$ cat src/rtl/p1mg_src.sv
// ----------------------------------------------------------------------------
// p1mg_src: source term unit
// Two-stage multiply that turns a neighbour charge sum into a scaled,
// negated and saturated Q16.16 source value.
// ----------------------------------------------------------------------------
`default_nettype none
module p1mg_src (
  input  wire logic               clk_i,
  input  wire logic               start_i,
  input  wire logic signed [33:0] sum_i,
  input  wire logic [31:0]        scale_i,
  output logic signed [31:0]      src_o
);
  logic        neg_q, neg_d;
  logic [33:0] mag_q, mag_d;
  logic [15:0] rh_q, rl_q;
  logic [49:0] ph_q;
  logic [49:0] pl_q;
  logic        neg2_q;
  logic [50:0] q;

  always_comb begin
    neg_d = sum_i[33];
    mag_d = neg_d ? 34'(-sum_i) : 34'(sum_i);
  end

  always_ff @(posedge clk_i) begin
    if (start_i) begin
      neg_q <= neg_d;
      mag_q <= mag_d;
      rh_q  <= scale_i[31:16];
      rl_q  <= scale_i[15:0];
    end
    ph_q   <= 50'(mag_q) * 50'(rh_q);
    pl_q   <= 50'(mag_q) * 50'(rl_q);
    neg2_q <= neg_q;
  end

  always_comb begin
    q = 51'(ph_q) + 51'(pl_q[49:16]);
    if (neg2_q) begin
      src_o = (q > 51'd2147483647) ? 32'sh7FFF_FFFF : signed'(q[31:0]);
    end else begin
      src_o = (q >= 51'd2147483648) ? 32'sh8000_0000 : signed'(32'(-q[31:0]));
    end
  end
endmodule
`default_nettype wire

$ cat config.mk
export PLATFORM = sky130hd
export DESIGN_NAME = p1mg_src
export DESIGN_NICKNAME = d
export VERILOG_FILES = /design/src/rtl/p1mg_src.sv
export SDC_FILE = /design/constraint.sdc
export NUM_CORES = 2
export LEC_CHECK = 0
export ABC_AREA = 1
export BUFFER_PORTS_ARGS = -buffer_cell sky130_fd_sc_hd__buf_2
export CAP_MARGIN = 0
export CORE_MARGIN = 1.5
export CORE_UTILIZATION = 65
export DETAILED_ROUTE_END_ITERATION = 7
export PLACE_DENSITY = 0.87
export SLEW_MARGIN = 20
export SYNTH_ARGS = -nofsm -noshare
export SYNTH_HDL_FRONTEND = slang
export SYNTH_SLANG_ARGS = --single-unit
$ cat constraint.sdc
create_clock -name clk_i -period 14.9 [get_ports clk_i]
set_input_delay 2.235 -clock clk_i [delete_from_list [all_inputs] [get_ports clk_i]]
set_output_delay 2.235 -clock clk_i [all_outputs]
set_load 0.02 [all_outputs]
## After elaboration in Yosys (flattened, before gate mapping)

Cells that the tools add are included.

- Register bits after elaboration: 168
- Output and inout port bits: 32
- Word-level logic and storage cells: 19

- Add/subtract/negate cells: 3
- Multiply operators: 2
- Order comparisons: 2
- Multiplexer cells: 4

Operators with widths:

| cell | count |
|---|---|
| $mul A34 B16 Y50 | 2 |
| $mux W32 | 3 |
| $add A50 B34 Y51 | 1 |
| $ge A51 B32 Y1 const B | 1 |
| $gt A51 B31 Y1 const B | 1 |
| $neg A34 Y34 | 1 |
| $mux W33 | 1 |
| $neg A32 Y32 | 1 |

## Longest topological paths before layout

- Depth in word-level cells: 4
- Gate-level depth with buffers: 30
- Mapped depth without buffers: 28

## Least setup slack after synthesis

No wires, ideal clock.

- Path type: flip-flop to flip-flop
- From: reg rl_q[7]
- To: reg pl_q[42]
- Library setup time: 0.072 ns
- Arrival: 5.725 ns
- Required time: 14.828 ns
- Path slack: 9.104 ns
- Stages on the path, launching flop included: 28
- Period minus slack after synthesis: 5.796 ns
- Path through: edfxtp_1 -> clkbuf_1 -> clkbuf_1 -> nand2_1 -> fa_1 -> inv_1 -> fa_1 -> inv_1 -> fa_1 -> inv_1 -> fa_1 -> fa_1 -> inv_1 -> fa_1 -> inv_1 -> ha_1 -> nand2_1 -> nor2_1 -> inv_1 -> nor2_1 -> and3_1 -> a21oi_1 -> o21ai_0 -> nand3_1 -> nand2_1 -> nand2_1 -> nand2_1 -> xor2_1

- Cells in the longest elaborated chain, start to end: 1

Ends and longest elaborated chain:

| item | RTL line | RTL |
|---|---|---|
| from (decl) | 16 | `logic [15:0] rh_q, rl_q;` |
| from (signal assigned) | 32 | `rl_q <= scale_i[15:0];` |
| $mul A34 B16 Y50 | 35 | `pl_q <= 50'(mag_q) * 50'(rl_q);` |
| to (signal assigned) | 35 |  |
| to (decl) | 18 | `logic [49:0] pl_q;` |

No other way between the ends.
A chain may end at the register's enable or synchronous reset.

## Final worst setup path

- From: reg mag_q[20]
- To: reg ph_q[43]

- Cells in the longest elaborated chain, start to end: 1

Ends and longest elaborated chain:

| item | RTL line | RTL |
|---|---|---|
| from (decl) | 15 | `logic [33:0] mag_q, mag_d;` |
| from (signal assigned) | 30 | `mag_q <= mag_d;` |
| $mul A34 B16 Y50 | 34 | `ph_q <= 50'(mag_q) * 50'(rh_q);` |
| to (signal assigned) | 34 |  |
| to (decl) | 17 | `logic [49:0] ph_q;` |

No other way between the ends.

==> results.md <==
- The run finished, with violations left.
- The checks that failed: DRC.
- After detailed routing, the number of remaining DRC violations is 8.
- Setup repair after global routing left no endpoint under its margin.
- The area added between synthesis and finish is 3.93%.
- The path depth of the worst reg2reg path is 22.
- Measured along the y axis, the die boundary spans 266 um.
- The slowest stage of the critical path is the edfxtp_1 cell.
- Yosys printed 0 warnings.
- The setup slack on the worst flop-to-flop path is 8.06 ns.
- The library cells used most frequently in the layout, excluding fill and tap cells, are 1822 x nand2_1, 1738 x inv_1, 892 x fa_1.
- In this run the core area contains 96 standard-cell rows.
- The global-route wire length before repair is 208000 um.
- After global routing the overflow that remains totals 0.
- The slew of the pin with the lowest slew margin is 1.11 ns.
- The final clock skew is 0.0251 ns.
- Buffers inserted during clock tree synthesis total 17.
- Wires add up to 128000 um.
- The number of nets produced by synthesis is 7361.
- The timing-limited maximum frequency is 146 MHz.
- The worst-case headroom to the max-slew limit is 26.3%.
- The fraction of final layout cells with drive strength greater than 1 is 4.03%.
- Once detail routing completed, the nets flagged for antenna violations numbered 0.
- The worst hold path terminates at neg2_q.
- The post-cts repair resize count is 0.
- In the final timing run, aggregate negative setup slack is 0 ns.
- The maximum clock insertion buffer count is 2.
- The number of hold buffers added after cts is 0.
- For this design, the sink count on the clock tree is 152.
- The post-layout net count is 7299.
- The clock latency on the worst-skew pair is 0.51 ns.
- The final count of pins violating max slew came to 0.
- In this design, the critical path's most frequently occurring cell is fa_1.
- The die covers 70900 um^2.
- The area of the core is 68600 um^2.
- The number of synthesized register bits is 152.
- The clock transition at the registers of the reported paths is 0.08 ns.
- Once the clock tree was built, the setup fixing pass inserted 0 buffers.
- The end of the worst register-to-register path is ph_q[43].
- Along the worst hold path, the cell count comes to 0.
- The share of synthesized registers carrying an async set or reset is 0%.
- The prevailing post-synth register cell is dfxtp_1.
- After detailed placement, the design holds a cell count of 6973.
- The overall routing resource usage is 37.8%.
- The worst setup path is captured at a flop.
- Yosys attributes the largest share of cell area to fa_1 40%, nand2_1 15%, inv_1 14%.
- The average routed wire per standard cell is 18.3 um.
- At the worst endpoint, the arrival time is 7.28 ns.
- The DRC violation total after the first TritonRoute iteration is 3809.
- The final hold violation count is 0.
- The cell chosen for the clock root is clkbuf_16.
- The startpoint class of the critical path is a flop.
- Once the floorplan was initialized, standard cells occupied 65.7% of the core.
- The start-to-end type of the worst setup path is flop to flop.
- The number of enable flip-flop cells after synthesis is 67.
- Counting I/O delays and the setup requirement, the final critical path takes 6.84 ns.
- The startpoint of the tightest hold check path is neg_q.
- Setup violations remaining at the end of the flow were counted as 0.
- The half-perimeter wire length of the detailed placement result is 99000 um.
- The highest net fanout along the worst path is 17.
- The via count of the first global-routing pass is 41000.
- The number of top-level pins is 100.
- The H-tree was split into 4 levels.
- The hold slack is 0.360 ns.
- The most frequent standard cell in the layout excluding fill and tap cells is nand2_1.
- The largest stage delay on the critical path is 0.91 ns.
- After layout, the worst path uses 45.9% of the clock period.
- The largest total area in the synthesized netlist belongs to fa_1.
- Data on the critical path is required at its endpoint by 15.35 ns.
- The launch point of the worst reg-to-reg path is mag_q[20].
- The first detailed-routing pass took 8 iterations.
- Detailed routing inserted a total of 39100 vias.
- The non-filler instance count after layout is 7006.
- The count of port buffers added during placement is 99.
- The part of the Yosys area used for sequential elements is 8.25%.
- The top cell family by delay on the critical path is adder cells.
- The signal on the critical path passes through buf_4 -> nand2_1 -> fa_1 -> fa_1 -> fa_1 -> inv_1 -> fa_1 -> fa_1 -> inv_1 -> fa_1 -> inv_1 -> ha_1 -> nand2_1 -> nor2_1 -> inv_1 -> nor2_1 -> and3_1 -> a21oi_1 -> o21ai_0 -> nand3_1 -> o21ai_0 -> xor2_1.
- The die extent in x is 266 um.
- The synthesized netlist contains 50 unique library cells.
- The critical path contains buffers and inverters numbering 5 combined.
- The pin count of the biggest net entering global routing is 65.
- Routability-driven placement finished with a final weighted congestion of 1.01.
- Max-cap violations in this run came to 0.
- The mapped netlist covers 45000 um^2.
- The path type of the worst min-delay path is flop to flop.
- Counting every instance in the synthesized netlist gives 6123.
- The CTS tree is yes.
- A synthesized cell averages 7.35 um^2.
- The via count normalized by instance count is 5.58.
- Summed over its instances, the top area cell type makes up 39.7% of the synthesized netlist area.
- The number of antenna violations at the first check in global routing is 2.
## routing by layer
layer  vias to the layer above  wire length, um  part of all wire [%]  global-route usage (%)
met5                         -                0                     0                  0.0693
met4                         0             7860                   6.1                    20.4
met3                       590            16500                    13                    9.72
met2                      2547            57600                    45                    60.0
met1                     18600            46100                    36                    47.6
li1                      17400                -                     -                       -
## through the flow
step | utilization [%] | worst slack, ns | area [um^2]
finish | 68.2 | 8.06 | 46800
CTS | 68.2 | 8.17 | 46800
floorplan | - | 9.10 | 45000
global route | 68.2 | 7.81 | 46800
global placement | 67.3 | 8.28 | 46200
detailed placement | 67.3 | 8.18 | 46200
## worst max-delay path by stage
stage,from,to,slack [ns],cells after the start
2_1_floorplan,rl_q[7],pl_q[42],9.10,27
3_3_place_gp,mag_q[20],ph_q[43],8.28,22
3_5_place_dp,mag_q[20],ph_q[43],8.18,22
4_1_cts,mag_q[20],ph_q[43],8.17,22
5_1_grt,mag_q[20],ph_q[43],7.81,22
6_report,mag_q[20],ph_q[43],8.06,22
## cell type report
cell class	count	area [um^2]
multi-input combinational	3985	33800
fill	5471	21800
inverter	1738	6520
sequential	152	3710
tap	931	1160
timing repair buffer	167	1010
clock buffer	17	425
clock inverter	15	184
antenna	1	2.50
## cells in the mapped netlist, types with 4 or more instances
master and number:
nand3_1 120, buf_2 4, nand2_2 14, a211oi_1 5
nor4_1 11, a31oi_1 24, buf_6 8, fa_1 892
and3_1 7, o21a_1 17, nand3_2 7, nor2_2 10
nor2_1 245, ha_1 278, nand3b_1 16, xnor2_1 47
xor2_1 84, nand2_1 1822, clkbuf_1 233, inv_1 1737
a21oi_1 153, dfxtp_1 85, nor3_1 40, edfxtp_1 67
or2_2 5, a21boi_0 5, o211ai_1 6, o21ai_0 88
o21bai_1 6, nand4_1 53, o31ai_1 4
## state kept, by name (all words and copies together), names as in the netlist
name,cells
neg_q,1
pl_q,34
mag_q,34
rh_q,16
rl_q,16
neg2_q,1
ph_q,50
## kinds of logic (layout without fill, tap and decap cells)
family / Yosys count / in the layout / synth area share [%]
XOR/XNOR: 131 / 131 / 2.55
buffers and inverters: 1986 / 1937 / 16.7
AO/OA/AOI/OAI: 325 / 325 / 4.08
AND/OR/NAND/NOR: 2359 / 2359 / 21.0
adder cells (fa/ha/maj): 1170 / 1170 / 47.4
other: 0 / 1 / 0
flip-flops: 152 / 152 / 8.25
Power is left out: the tool's default activity adds up to more than one toggle a clock period on the data nets, which glitch-free logic cannot reach.
