`src/rtl/p1mg_pkg.sv`:
```
// ----------------------------------------------------------------------------
// p1mg_pkg: shared types and constants
// Request codes, configuration indexes, the sequencer control struct and
// a saturation helper for the 1D Poisson multigrid solver.
// ----------------------------------------------------------------------------
`default_nettype none
package p1mg_pkg;

  localparam logic [1:0] ReqLoad = 2'd0;
  localparam logic [1:0] ReqRun  = 2'd1;
  localparam logic [1:0] ReqRead = 2'd2;

  localparam logic [1:0] CfgScale = 2'd0;
  localparam logic [1:0] CfgLeft  = 2'd1;
  localparam logic [1:0] CfgRight = 2'd2;

  localparam logic signed [31:0] RightReset = 32'sd6553600;

  // Operation that the sequencer asks the datapath to perform on one point.
  typedef enum logic [2:0] {
    OpNone,
    OpSmooth,
    OpRestrict,
    OpProlEven,
    OpProlOdd
  } op_e;

  // Sequencer to datapath control for one point update.
  typedef struct packed {
    logic        vld;
    op_e         op;
    logic [10:0] base;
    logic [10:0] cbase;
    logic [10:0] ncells;
    logic [10:0] ccells;
    logic [10:0] j;
  } step_t;

  function automatic logic signed [31:0] sat32(input logic signed [35:0] v);
    logic signed [31:0] r;
    if (v > 36'sh0_7FFF_FFFF) begin
      r = 32'sh7FFF_FFFF;
    end else if (v < -36'sh0_8000_0000) begin
      r = 32'sh8000_0000;
    end else begin
      r = v[31:0];
    end
    return r;
  endfunction

endpackage
`default_nettype wire

```
`src/rtl/p1mg_seq.sv`:
```
// ----------------------------------------------------------------------------
// p1mg_seq: V-cycle sequencer
// Walks levels, phases, sweeps and points of each V-cycle and issues one
// point operation at a time when the datapath asks for the next one.
// ----------------------------------------------------------------------------
`default_nettype none
module p1mg_seq #(
  parameter int GRID_CELLS    = 256,
  parameter int LEVELS        = 6,
  parameter int SMOOTH_SWEEPS = 2
) (
  input  wire logic        clk_i,
  input  wire logic        rst_ni,
  input  wire logic        start_i,
  input  wire logic [7:0]  cycles_i,
  input  wire logic        next_i,
  output p1mg_pkg::step_t  step_o,
  output logic             done_o
);
  localparam logic [2:0] PhIdle = 3'd0;
  localparam logic [2:0] PhDown = 3'd1;
  localparam logic [2:0] PhRes  = 3'd2;
  localparam logic [2:0] PhBot  = 3'd3;
  localparam logic [2:0] PhProl = 3'd4;
  localparam logic [2:0] PhUp   = 3'd5;
  localparam logic [2:0] PhFin  = 3'd6;
  localparam int CoarseSweeps = 3 * SMOOTH_SWEEPS;

  logic [2:0]  ph_q, ph_d;
  logic [3:0]  lvl_q, lvl_d;
  logic [4:0]  sw_q, sw_d;
  logic [10:0] j_q, j_d;
  logic        odd_q, odd_d;
  logic [7:0]  cyc_q, cyc_d;
  logic [10:0] nc, cc, bs, cbs, hn;

  function automatic logic [10:0] lbase(input logic [3:0] n);
    logic [10:0] b;
    b = '0;
    for (int k = 0; k < 9; k++) begin
      if (4'(k) < n) b = b + 11'((GRID_CELLS >> k) + 1);
    end
    return b;
  endfunction

  always_comb begin
    nc  = 11'(GRID_CELLS) >> lvl_q;
    cc  = 11'(GRID_CELLS) >> (lvl_q + 4'd1);
    bs  = lbase(lvl_q);
    cbs = lbase(lvl_q + 4'd1);
    hn  = nc >> 1;
  end

  always_comb begin
    ph_d  = ph_q;
    lvl_d = lvl_q;
    sw_d  = sw_q;
    j_d   = j_q;
    odd_d = odd_q;
    cyc_d = cyc_q;
    step_o        = '0;
    step_o.base   = bs;
    step_o.cbase  = cbs;
    step_o.ncells = nc;
    step_o.ccells = cc;
    step_o.j      = j_q;
    done_o = 1'b0;
    case (ph_q)
      PhIdle: begin
        if (start_i) begin
          cyc_d = cycles_i;
          lvl_d = '0;
          sw_d  = '0;
          j_d   = 11'd1;
          ph_d  = (cycles_i == 8'd0) ? PhFin : PhDown;
        end
      end
      PhDown, PhBot, PhUp: begin
        if (nc < 11'd2) begin
          j_d = 11'd1;
          sw_d = '0;
          if (ph_q == PhDown) ph_d = PhRes;
          else if (ph_q == PhBot) ph_d = (LEVELS == 0) ? PhFin : PhProl;
          else ph_d = PhFin;
          if (ph_q == PhBot) lvl_d = 4'(LEVELS - 1);
          if (ph_q == PhUp && lvl_q != 4'd0) begin
            lvl_d = lvl_q - 4'd1;
            ph_d = PhProl;
          end
        end else begin
          step_o.vld = 1'b1;
          step_o.op  = p1mg_pkg::OpSmooth;
          if (next_i) begin
            if (j_q + 11'd1 < nc) begin
              j_d = j_q + 11'd1;
            end else begin
              j_d = 11'd1;
              if (5'(sw_q + 5'd1) < ((ph_q == PhBot) ? 5'(CoarseSweeps) : 5'(SMOOTH_SWEEPS)))
              begin
                sw_d = sw_q + 5'd1;
              end else begin
                sw_d = '0;
                if (ph_q == PhDown) ph_d = PhRes;
                else if (ph_q == PhBot) begin
                  lvl_d = 4'(LEVELS - 1);
                  ph_d = PhProl;
                end else if (lvl_q != 4'd0) begin
                  lvl_d = lvl_q - 4'd1;
                  ph_d = PhProl;
                end else ph_d = PhFin;
              end
            end
          end
        end
      end
      PhRes: begin
        if (((j_q << (lvl_q + 4'd1)) < 11'(GRID_CELLS)) && (j_q <= cc)) begin
          step_o.vld = 1'b1;
          step_o.op  = p1mg_pkg::OpRestrict;
          if (next_i) j_d = j_q + 11'd1;
        end else begin
          j_d   = 11'd1;
          lvl_d = lvl_q + 4'd1;
          ph_d  = (lvl_q + 4'd1 == 4'(LEVELS)) ? PhBot : PhDown;
        end
      end
      PhProl: begin
        if (j_q < hn) begin
          step_o.vld = 1'b1;
          step_o.op  = odd_q ? p1mg_pkg::OpProlOdd : p1mg_pkg::OpProlEven;
          step_o.j   = odd_q ? 11'((j_q << 1) - 11'd1) : 11'(j_q << 1);
          if (next_i) begin
            odd_d = ~odd_q;
            if (odd_q) j_d = j_q + 11'd1;
          end
        end else if (hn >= 11'd1 && !odd_q) begin
          step_o.vld = 1'b1;
          step_o.op  = p1mg_pkg::OpProlOdd;
          step_o.j   = 11'((hn << 1) - 11'd1);
          if (next_i) odd_d = 1'b1;
        end else begin
          odd_d = 1'b0;
          j_d   = 11'd1;
          sw_d  = '0;
          ph_d  = PhUp;
        end
      end
      PhFin: begin
        if (cyc_q > 8'd1) begin
          cyc_d = cyc_q - 8'd1;
          lvl_d = '0;
          j_d   = 11'd1;
          ph_d  = PhDown;
        end else begin
          done_o = 1'b1;
          ph_d = PhIdle;
        end
      end
      default: ph_d = PhIdle;
    endcase
  end

  always_ff @(posedge clk_i or negedge rst_ni) begin
    if (!rst_ni) begin
      ph_q  <= PhIdle;
      lvl_q <= '0;
      sw_q  <= '0;
      j_q   <= 11'd1;
      odd_q <= 1'b0;
      cyc_q <= '0;
    end else begin
      ph_q  <= ph_d;
      lvl_q <= lvl_d;
      sw_q  <= sw_d;
      j_q   <= j_d;
      odd_q <= odd_d;
      cyc_q <= cyc_d;
    end
  end
endmodule
`default_nettype wire

```
`config.mk`:
```
export PLATFORM = sky130hd
export DESIGN_NAME = p1mg_seq
export DESIGN_NICKNAME = d
export VERILOG_FILES = /design/src/rtl/p1mg_pkg.sv /design/src/rtl/p1mg_seq.sv
export SDC_FILE = /design/constraint.sdc
export NUM_CORES = 1
export LEC_CHECK = 0
export BUFFER_PORTS_ARGS = -buffer_cell sky130_fd_sc_hd__buf_2
export CAP_MARGIN = 20
export CORE_UTILIZATION = 61
export CTS_CLUSTER_SIZE = 16
export DETAILED_ROUTE_END_ITERATION = 16
export PLACE_DENSITY_LB_ADDON = 0.15
export SKIP_LAST_GASP = 1
export SYNTH_ARGS = -nofsm -noshare
export SYNTH_HDL_FRONTEND = slang
export SYNTH_SLANG_ARGS = --single-unit
```
`constraint.sdc`:
```
create_clock -name clk_i -period 9.2 [get_ports clk_i]
set_clock_uncertainty 0.1 [all_clocks]
set_input_delay 1.38 -clock clk_i [delete_from_list [all_inputs] [get_ports clk_i]]
set_output_delay 1.38 -clock clk_i [all_outputs]
set_load 0.01 [all_outputs]
```
## Word-level counts from Yosys, hierarchy flattened

Cells that the tools add are included.

- Bits in registers: 32
- Input bits: 12
- Output and inout port bits: 60
- Word-level logic and storage cells: 190

- Add/sub/neg operators: 23
- $lt $le $gt $ge: 26
- Equality and inequality tests: 24
- Shift-type cells: 3
- Muxes and demuxes: 89
- Bitwise logic cells: 1
- Reduce and logical (&&, ||, !) cells: 18

Operator list:

| operator | count |
|---|---|
| $mux W11 | 31 |
| $mux W4 | 16 |
| $pmux W11 S5 | 1 |
| $add A11 B2 Y11 const B | 4 |
| $mux W3 | 14 |
| $mux W5 | 7 |
| $lt A3 B4 Y1 const A | 8 |
| $ne A3 B3 Y1 const B | 8 |
| $add A11 B3 Y11 const B | 2 |
| $add A11 B4 Y11 const B | 2 |
| $add A11 B5 Y11 const B | 2 |
| $add A11 B6 Y11 const B | 2 |
| $add A11 B7 Y11 const B | 2 |
| $add A11 B8 Y11 const B | 2 |
| $shr A9 B4 Y11 const A | 2 |
| $sub A11 B1 Y11 const B | 2 |
| $mux W9 | 2 |
| $lt A1 B4 Y1 const A | 4 |
| $lt A2 B4 Y1 const A | 4 |
| $mux W8 | 2 |
| $pmux W4 S4 | 1 |
| $pmux W8 S2 | 1 |
| $pmux W3 S5 | 1 |
| $pmux W5 S3 | 1 |
| 39 further kinds | 63 |

## Longest topological paths before layout

- Word-level depth: 19
- Mapped depth: 30
- Gate-level depth less buffers: 29

## Worst setup path after synthesis

No wires, ideal clock.

- Kind: flip-flop to output port
- Start: reg lvl_q[0]
- End: out step_o[43] (netlist name)
- Arrival: 6600 ps
- Data required time: 7720 ps
- Setup slack: 1120 ps
- Cell stages (with the launch flop): 28
- Buffers on the path: 2
- Cells stage by stage: dfrtp_1 -> ha_1 -> ha_1 -> clkbuf_1 -> nand2_1 -> nor2_1 -> inv_1 -> ha_1 -> clkbuf_1 -> xnor2_1 -> ha_1 -> a21o_1 -> ha_1 -> a21boi_0 -> or3_1 -> ha_1 -> mux2_2 -> ha_1 -> mux2i_1 -> ha_1 -> nor2_1 -> nor3_1 -> a21o_1 -> xor2_1 -> or3_1 -> or3b_1 -> or3_1 -> a21oi_1

RTL lines:

| element | line | RTL |
|---|---|---|
| start, declared | p1mg_seq.sv:30 | `logic [3:0] lvl_q, lvl_d;` |
| start signal, assigned | p1mg_seq.sv:173 | `lvl_q <= lvl_d;` |
| end, declared | p1mg_seq.sv:17 | `output p1mg_pkg::step_t step_o,` |

==> reports/results.tsv <==
stage	metric	value	unit
detailed_routing	post_drt_via_cell_ratio	6.33	
setup_path	crit_start	lvl_q[2]$_DFFE_PN0P_	
logic_synthesis	yosys_register_bits	32	
sta	worst_slew_pin_slew	0.845	ns
setup_path	endpoint_kind	output pin	
detailed_routing	ant_nets	0	
final_layout	area_growth	8.17	%
floorplan	ioPinCount	72	
detailed_routing	wirelength	16600	µm
setup_path	worstPathMaxFanout	13	
final_layout	diodes	0	
floorplan	start_util	63.0	%
status	status	finished, final reports clean	
final_layout	final_util	68.1	%
placed_design	place_congestion	1.00	
setup_path	crit_required	7.72	ns
sta	setup_violations	0	
global_route	track_usage	33.6	%
worst_hold_path	worstHoldStart	sw_q[4]$_DFFE_PN0P_	
placed_design	detailed_place_hpwl	12700	µm
sta	relSlewSlack	43.5	%
global_route	antenna_found_initial	0	
setup_path	crit_type	register to output pin	
placed_design	io_buffers	66	
logic_synthesis	syn_avg_cell_area	7.25	µm²
clock_tree	cts_tree	built	
detailed_routing	dr_total_vias	6179	
sta	period_share	93.2	%
detailed_routing	wl_per_cell	17.0	µm
global_route	overflow	0	
detailed_routing	dr.pass1.iters	5	
global_route	grt_pass1_vias	5600	
clock_tree	numCtsBuffers	5	
setup_path	worstReg2RegStart	lvl_q[3]$_DFFE_PN0P_	
logic_synthesis	ys_seq_area_share	13.8	%
final_layout	ff_latch_area	803	µm²
logic_synthesis	netlist_area	5820	µm²
logic_synthesis	yosysWarnings	0	
sta	setup_tns	0	ns
clock_tree	cts-root-buf	clkbuf_8	
logic_synthesis	synth_edf_count	0	
logic_synthesis	synth_top_area_cell	dfrtp_1	
sta	period_minus_slack	8.58	ns
sta	hold_viol_final	0	
logic_synthesis	synth_top_area_share	13.3	%
final_layout	drive_gt1_share	14.9	%
clock_tree	clock_sinks	32	
sta	timing.fmax	117	MHz
clock_tree	path_clk_slew	0.08	ns
sta	maxSlewViolCount	0	
final_layout	nets	919	
global_route	grt_max_degree	33	
floorplan	die_area	9930	µm²
floorplan	coreArea	9240	µm²
logic_synthesis	yosys.cell_types.count	85	
floorplan	die_height	99.7	µm
setup_path	worstPathArrival	7.10	ns
detailed_routing	drtIter0Drc	512	
logic_synthesis	ys.flop_type	dfrtp_1	
floorplan	rows	35	
logic_synthesis	async_reset_ff_share	100	%
worst_hold_path	hp-class	register to register	
job	maxCapViolCount	0	
clock_tree	htree_levels	2	
detailed_routing	drc	0	
logic_synthesis	synthCells	802	
setup_path	worst_setup_path_start_kind	register	
final_layout	fillers	824	
global_route	grt_pass1_wl	27000	µm
sta	rsz0062_at_grt	no	
final_layout	multi_input_area	4670	µm²
floorplan	die_w	99.7	µm
logic_synthesis	synth.area.top_cells	dfrtp_1 13%, ha_1 13%, nand2_1 6.6%, xnor2_1 5.7%, o21ai_0 4.7%	
clock_tree	cts_buffer_depth	2	
clock_tree	worstSkewPairLatency	0.29	ns
clock_tree	hold_buffers	0	
-- cells in the mapped netlist (3+ instances only) --
| library cell | n |
|---|---|
| a2111oi_0 | 3 |
| a211oi_1 | 7 |
| a21o_1 | 13 |
| a21oi_1 | 39 |
| a22oi_1 | 7 |
| a31oi_1 | 10 |
| a41oi_1 | 3 |
| and2_1 | 9 |
| and3_1 | 5 |
| buf_2 | 3 |
| buf_4 | 6 |
| clkbuf_1 | 30 |
| dfrtp_1 | 31 |
| ha_1 | 61 |
| inv_1 | 44 |
| mux2_2 | 12 |
| mux2i_1 | 10 |
| nand2_1 | 102 |
| nand2b_1 | 5 |
| nand3_1 | 36 |
| nand3b_1 | 4 |
| nand4_1 | 8 |
| nor2_1 | 62 |
| nor2b_1 | 9 |
| nor3_1 | 30 |
| nor4_1 | 10 |
| o211a_1 | 3 |
| o211ai_1 | 4 |
| o21a_1 | 13 |
| o21ai_0 | 55 |
| o221ai_1 | 3 |
| o22a_1 | 8 |
| o22ai_1 | 9 |
| o2bb2ai_1 | 4 |
| o31ai_1 | 4 |
| or2_2 | 10 |
| or3_1 | 8 |
| xnor2_1 | 38 |
| xnor2_2 | 3 |
| xor2_1 | 23 |
-- cell families after synthesis --
family,count (synthesis),synth area share (%)
XOR/XNOR,66,10.9
buffers and inverters,88,6.39
adder cells (fa/ha/maj),62,13.3
other,1,0.0645
AO/OA/AOI/OAI,216,24.7
multiplexers,24,4.82
flip-flops,32,13.8
AND/OR/NAND/NOR,313,26.0
-- what timing repair did --
action / 4_1_cts / 5_1_grt
buffers inserted: 0 / 1
setup endpoints to repair: 0 / 2
resized for setup: 0 / 2
-- metal layers --
| layer | routed length (µm) | GRT usage [%] | part of all wire [%] |
|---|---|---|---|
| met4 | 436 | 11.7 | 2.6 |
| met3 | 1250 | 3.72 | 7.5 |
| met2 | 7860 | 56.7 | 47 |
| met1 | 7050 | 44.4 | 42 |
| met5 | 0 | 0 | 0 |
-- cell usage in the layout, fill, tap and decap left out, types with 4 or more instances in the layout --
cell type / count
nand2_1: 102
buf_2: 66
nor2_1: 62
ha_1: 61
o21ai_0: 55
inv_1: 44
a21oi_1: 39
xnor2_1: 38
nand3_1: 36
nor3_1: 30
dfrtp_1: 30
xor2_1: 23
a21o_1: 13
o21a_1: 13
mux2_2: 12
mux2i_1: 10
or2_2: 10
a31oi_1: 10
nor4_1: 10
and2_1: 9
nor2b_1: 9
o22ai_1: 9
buf_4: 9
or3_1: 8
nand4_1: 8
o22a_1: 8
a211oi_1: 7
a22oi_1: 7
nand2b_1: 5
and3_1: 5
conb_1: 5
clkbuf_8: 5
o31ai_1: 4
nand3b_1: 4
o2bb2ai_1: 4
o211ai_1: 4
-- final cells by class --
type,instances,area share (%)
multi-input combinational,686,74.2
sequential,32,12.8
timing repair buffer,75,6.32
inverter,46,2.74
tap,129,2.56
clock buffer,5,1.09
clock inverter,3,0.298
-- critical path: stages (launching register included) --
cell and delay [ns]:
dfrtp_1 0.48, buf_4 0.23, clkinv_1 0.10, ha_1 0.42
inv_1 0.16, nor2_1 0.16, nand2_1 0.11, ha_1 0.42
xnor2_1 0.17, ha_1 0.36, a21o_1 0.18, ha_1 0.31
a21boi_0 0.15, or3_1 0.35, ha_1 0.30, mux2_2 0.28
ha_1 0.29, mux2i_1 0.10, ha_1 0.24, nor2_1 0.21
nor3_1 0.07, a21o_1 0.18, xor2_1 0.15, or3_1 0.35
or3b_1 0.45, or3_1 0.32, a21oi_1 0.12, buf_2 0.14
-- registers in the layout (all words and copies together) (netlist names) --
| name | flops |
|---|---|
| cyc_q | 8 |
| j_q | 11 |
| lvl_q | 4 |
| odd_q | 1 |
| ph_q | 3 |
| sw_q | 5 |
-- final timing paths --
path                                        endpoint  slack, ns  cells after the start
worst max-delay path                      step_o[43]       0.62                     27
worst max register to register  lvl_q[2]$_DFFE_PN0P_       4.26                     17
worst min register to register   sw_q[4]$_DFFE_PN0P_       0.41                      1
max in group asynchronous       lvl_q[0]$_DFFE_PN0P_       7.42                      1
worst min-delay path             sw_q[4]$_DFFE_PN0P_       0.41                      1
min in group asynchronous        sw_q[3]$_DFFE_PN0P_       1.05                      1
-- per-stage QoR --
step / area [µm²] / cells / hold slack [ns] / setup WS (ns)
after global placement: 6190 / 967 / 0.373 / 1.02
after floorplan: 5830 / 806 / 0.350 / 1.12
after detailed placement: 6190 / 967 / 0.393 / 0.843
after CTS: 6270 / 975 / 0.410 / 0.497
final: 6290 / 976 / 0.410 / 0.624
after global routing: 6290 / 976 / 0.428 / 0.0513
Power is left out: the tool's default activity adds up to more than one toggle a clock period on the data nets, which glitch-free logic cannot reach.
